--- config.mk ---
export PLATFORM = sky130hd
export DESIGN_NAME = ptvv_ctrl
export DESIGN_NICKNAME = d
export VERILOG_FILES = /design/src/rtl/core/ptvv_pkg.sv /design/src/rtl/core/ptvv_ctrl.sv
export SDC_FILE = /design/constraint.sdc
export NUM_CORES = 1
export LEC_CHECK = 0
export BUFFER_PORTS_ARGS = -buffer_cell sky130_fd_sc_hd__buf_2
export CORE_AREA = 5 5 42 44
export DETAILED_ROUTE_END_ITERATION = 16
export DIE_AREA = 0 0 47 49
export MAX_ROUTING_LAYER = met4
export PLACE_DENSITY = 0.65
export SYNTH_ARGS = -nofsm -noshare
export SYNTH_HDL_FRONTEND = slang
export SYNTH_SLANG_ARGS = --single-unit
export TNS_END_PERCENT = 50
--- constraint.sdc ---
create_clock -name i_clk -period 1.6 [get_ports i_clk]
set_input_delay 0.16 -clock i_clk [delete_from_list [all_inputs] [get_ports i_clk]]
set_output_delay 0.16 -clock i_clk [all_outputs]
set_load 0.005 [all_outputs]
--- src/rtl/core/ptvv_pkg.sv ---
// ----------------------------------------------------------------------------
// ptvv_pkg
// Shared types and constants of the planar tile video-memory viewer.
// ----------------------------------------------------------------------------
package ptvv_pkg;

    localparam int MEM_ADDR_W  = 16;
    localparam int MEM_DATA_W  = 8;
    localparam int MEM_DEPTH   = 65536;
    localparam int COORD_W     = 9;
    localparam int COLOUR_W    = 24;
    localparam int CFG_DATA_W  = 2;
    localparam int PLANE_W     = 3;
    localparam int NREAD_W     = 4;
    localparam int IN_TDATA_W  = 48;
    localparam int OUT_TDATA_W = 24;

    localparam logic [COLOUR_W-1:0] BACKGROUND = 24'h800000;

    // register index of the configuration port
    localparam logic [0:0] CFG_VIEW_MODE      = 1'b0;
    localparam logic [0:0] CFG_CONTENT_LOADED = 1'b1;

    // operation code in tuser
    localparam logic OP_WRITE = 1'b0;
    localparam logic OP_READ  = 1'b1;

    typedef enum logic [1:0] {
        MODE_2BPP = 2'd0,
        MODE_4BPP = 2'd1,
        MODE_8BPP = 2'd2,
        MODE_7    = 2'd3
    } t_view_mode;

    // controller -> datapath
    typedef struct packed {
        logic               capture;   // latch input word
        logic               mem_we;    // store the input byte
        logic               rd_en;     // read one plane byte
        logic [PLANE_W-1:0] plane;     // plane being read
        logic               finish;    // load result into output register
    } t_ptvv_cmd;

    // datapath -> controller
    typedef struct packed {
        logic [NREAD_W-1:0] num_reads; // bytes needed, 0 when outside area
        logic               out_free;  // output register can take a result
    } t_ptvv_status;

endpackage

--- src/rtl/core/ptvv_ctrl.sv ---
// ----------------------------------------------------------------------------
// ptvv_ctrl
// Sequencer: accepts words, steps plane reads, hands off to output register.
// ----------------------------------------------------------------------------
module ptvv_ctrl import ptvv_pkg::*; (
    input  logic         i_clk,
    input  logic         i_rst_n,
    input  logic         i_valid,
    input  logic         i_op,
    output logic         o_ready,
    input  t_ptvv_status i_status,
    output t_ptvv_cmd    o_cmd
);

    typedef enum logic [1:0] {
        S_IDLE,
        S_ISSUE,
        S_LAST,
        S_FINISH
    } t_state;

    t_state              r_state, n_state;
    logic [PLANE_W-1:0]  r_plane, n_plane;
    logic                accept;
    logic                last_rd;

    assign o_ready = (r_state == S_IDLE);
    assign accept  = i_valid && o_ready;
    assign last_rd = ({1'b0, r_plane} == (i_status.num_reads - NREAD_W'(1)));

    always_comb begin
        o_cmd         = '0;
        o_cmd.capture = accept;
        o_cmd.mem_we  = accept && (i_op == OP_WRITE);
        o_cmd.plane   = r_plane;
        o_cmd.rd_en   = (r_state == S_ISSUE) && (i_status.num_reads != '0);
        o_cmd.finish  = (r_state == S_FINISH) && i_status.out_free;
    end

    always_comb begin
        n_state = r_state;
        n_plane = r_plane;
        unique case (r_state)
            S_IDLE: begin
                n_plane = '0;
                if (accept && (i_op == OP_READ)) begin
                    n_state = S_ISSUE;
                end
            end
            S_ISSUE: begin
                if (i_status.num_reads == '0) begin
                    n_state = S_FINISH;
                end else if (last_rd) begin
                    n_state = S_LAST;
                end else begin
                    n_plane = r_plane + PLANE_W'(1);
                end
            end
            S_LAST: begin
                // last byte lands in the datapath this cycle
                n_state = S_FINISH;
            end
            S_FINISH: begin
                if (i_status.out_free) begin
                    n_state = S_IDLE;
                end
            end
            default: n_state = S_IDLE;
        endcase
    end

    always_ff @(posedge i_clk) begin
        if (!i_rst_n) begin
            r_state <= S_IDLE;
            r_plane <= '0;
        end else begin
            r_state <= n_state;
            r_plane <= n_plane;
        end
    end

    a_issue_in_range: assert property (@(posedge i_clk) disable iff (!i_rst_n)
        o_cmd.rd_en |-> ({1'b0, r_plane} < i_status.num_reads))
        else $error("plane read beyond needed count");

    a_last_to_finish: assert property (@(posedge i_clk) disable iff (!i_rst_n)
        r_state == S_LAST |=> r_state == S_FINISH)
        else $error("last read not followed by finish");

    a_port_exclusive: assert property (@(posedge i_clk) disable iff (!i_rst_n)
        o_cmd.mem_we |-> !o_cmd.rd_en && !o_cmd.finish)
        else $error("memory write collides with read sequence");

endmodule

==> run summary <==
largest net degree at the start of global routing -> 6
Main synth FF type -> dfxtp_1
Slew Viols, Final -> 0
core area -> 1400 sq um
Mean Syn Cell Area -> 8.36 sq um
leading cell type in the layout, fill and taps excluded -> buf_2
CP startpoint -> r_state[0]$_SDFFE_PN0P_
most frequent cells in the layout -> 16 x buf_2, 7 x inv_1, 5 x nand2_1, 5 x ha_1, 4 x buf_4
GRT Overall Usage -> 10.7%
Post-DP Area -> 624 sq um
Crit. End Element -> output port
worst path required time -> 1.44 ns
Net count, final -> 99
via count -> 488
Mapped Nets -> 75
Clock power frac -> 15.7%
Critical Path Start Type -> flop
FF-to-FF Start -> r_state[0]$_SDFFE_PN0P_
drt first pass iters -> 2
yosys warns -> 0
TritonCTS Buffers -> 3
synthesized area -> 502 sq um
fmax -> 651 MHz
via/cell ratio -> 4.93
Port Buffers -> 16
first-pass GRT wire length -> 1.79 mm
Final setup viols -> 0
reg2reg path depth -> 7
final hold violations -> 0
Distinct cells, synth -> 29
CTS max path bufs -> 2
Crit path max-delay family -> flip-flops
post-DP HPWL -> 906 um
Slowest-stage cell, CP -> dfxtp_2
run status -> complete, no violations
H-tree levels -> 1
drt wl/cell -> 11.1 um
r2r setup slk -> 0.08 ns
period utilisation layout -> 96.0%
CTS tree -> built
register area share after synthesis -> 20.0%
Syn Inst Count -> 60
finished layout cell area -> 678 sq um
worst-skew pair later-pin latency -> 0.24 ns
DR iter-0 viols -> 3
CTS Sinks -> 5
Buf+Inv Stages, Crit Path -> 3
clk_skew -> 0.00558 ns
Die ar. -> 2300 sq um
Starting Density -> 35.8%
WL final -> 1.10 mm
internal power -> 531 uW
Worst Hold Margin -> 0.203 ns
Area Growth Syn to Fin -> 35.2%
CTS clk-pin slew, worst paths -> 0.04 ns
switch share -> 41.9%
layout cells sized above 1 -> 37.3%
Lkg Pwr -> 0.000339 uW
number of global-route vias before repair -> 423
HP Class -> input port to flop
worst path arrival time -> 1.38 ns
num ports -> 17
Post-Place Cells -> 95
Sequential Power Share -> 21.8%
Post-synth ARST share -> 0%
pwr/cell area -> 1350 nW/um^2
crit path max fanout -> 5
Finished Layout Cells -> 99
critical path class -> flop to output port
cts hold-fix bufs -> 0
final core utilization -> 48.4%
CP cell instances -> inv_1, ha_1, buf_4, and2_1, nor2b_1, buf_2
number of synthesized register bits -> 5
setup TNS -> 0 ns
switching pwr -> 383 uW
EDFF count, synth -> 0
slowest cell delay on critical path -> 0.35 ns
root buf cell -> clkbuf_4
n_diodes -> 0
Die Y-Extent -> 49 um
DRC errors left -> 0
GR Overflow Total -> 0
DRT antenna net count -> 0
row cnt -> 14
Chip Width -> 47 um
worst-margin pin slew -> 0.398 ns
Max Cap Violations -> 0
Worst path depth -> 6
max_slew headroom -> 73.4%
Hold Crit Depth -> 3
worst hold start -> i_rst_n
RSZ-0062 raised after global routing -> yes
Peak supply drop -> 0.634 mV
routability cong. -> 0.743
CP endpoint -> o_cmd[5]
min cycle time layout -> 1.54 ns
worst reg2reg endpoint -> r_state[0]$_SDFFE_PN0P_
Comb power frac -> 62.4%
initial antenna violation count -> 0
==> cells in the mapped netlist, types with 2 or more instances <==
cell      count  share of area, %
mux2i_1       3               6.0
nand2_1       5               3.7
a211oi_1      2               3.0
inv_1         7               5.2
nor2_1        4               3.0
nand3_1       2               2.0
and2_1        2               2.5
nor2b_1       2               2.5
dfxtp_1       5                20
nor3_1        2               2.0
ha_1          6                15
xor2_1        3               5.2
==> through the flow <==
step | setup WS [ns] | total power [uW]
floorplan | 0.0453 | 536
global placement | 0.0304 | 698
detailed placement | -0.0379 | 703
CTS | 0.000226 | 858
global route | -0.0561 | 1010
finish | 0.0638 | 914
==> worst min-delay path by stage <==
stage | to | slack (ns)
2_1_floorplan | r_state[0]$_SDFFE_PN0P_ | 0.30
3_3_place_gp | r_state[0]$_SDFFE_PN0P_ | 0.46
3_5_place_dp | r_state[0]$_SDFFE_PN0P_ | 0.46
4_1_cts | r_state[0]$_SDFFE_PN0P_ | 0.19
5_1_grt | r_plane[0]$_SDFFE_PN0P_ | 0.21
6_report | r_state[1]$_SDFFE_PN0P_ | 0.20
==> cell families after synthesis <==
kind of cell	after synthesis	share of synthesized area, %
xor gates and xnor gates	5	11.5
buffers and inverters	8	6.73
AOI/OAI and AO/OA	11	17.7
muxes	3	5.99
and+or+nand+nor	22	23.2
adders and majority gates	6	15.0
DFF	5	20.0
==> flip-flops by register name, summed over array words and instances, names as in the netlist <==
signal and cells:
r_state 2, r_plane 3
==> power by group through the flow <==
| stage | Clock, uW | Combinational (uW) | Sequential, uW |
|---|---|---|---|
| 6_report | 144 | 571 | 200 |
| 5_1_grt | 165 | 639 | 208 |
| 4_1_cts | 152 | 509 | 196 |
| 3_5_place_dp | 0 | 507 | 196 |
| 3_3_place_gp | 0 | 504 | 194 |
| 2_1_floorplan | 0 | 348 | 188 |
==> worst register-to-register path, cell delays in order, from the launching register on <==
cell and delay (ns):
dfxtp_2 0.35, inv_1 0.06, ha_1 0.20, a21boi_1 0.13, buf_4 0.15, a2111oi_4 0.28, a311oi_1 0.09, a211oi_1 0.17
==> repair_timing <==
item	4_1_cts	5_1_grt
resized for setup	1	8
endpoints found under the setup margin	1	5
setup buffers	0	0
pin swaps	0	2
hold endpoints to repair	0	0
==> routing by layer <==
layer / share of wire [%] / GRT usage [%] / wire length, um / vias up
met3: 6.7 / 3.32 / 74 / 0
li1: - / - / - / 260
met1: 46 / 14.7 / 509 / 218
met2: 47 / 14.3 / 517 / 10
met4: 0 / 4.15 / 0 / 0
met5: 0 / - / 0 / -
==> final cells by class <==
| cell class | instances | area (sq um) |
|---|---|---|
| fillers | 157 | 723 |
| multi-input cells | 47 | 393 |
| repair buffers | 20 | 110 |
| flip-flops and latches | 5 | 103 |
| clock buffers | 4 | 26.3 |
| inverters | 7 | 26.3 |
| well taps | 16 | 20.0 |
(Power assumes the default switching activity.)
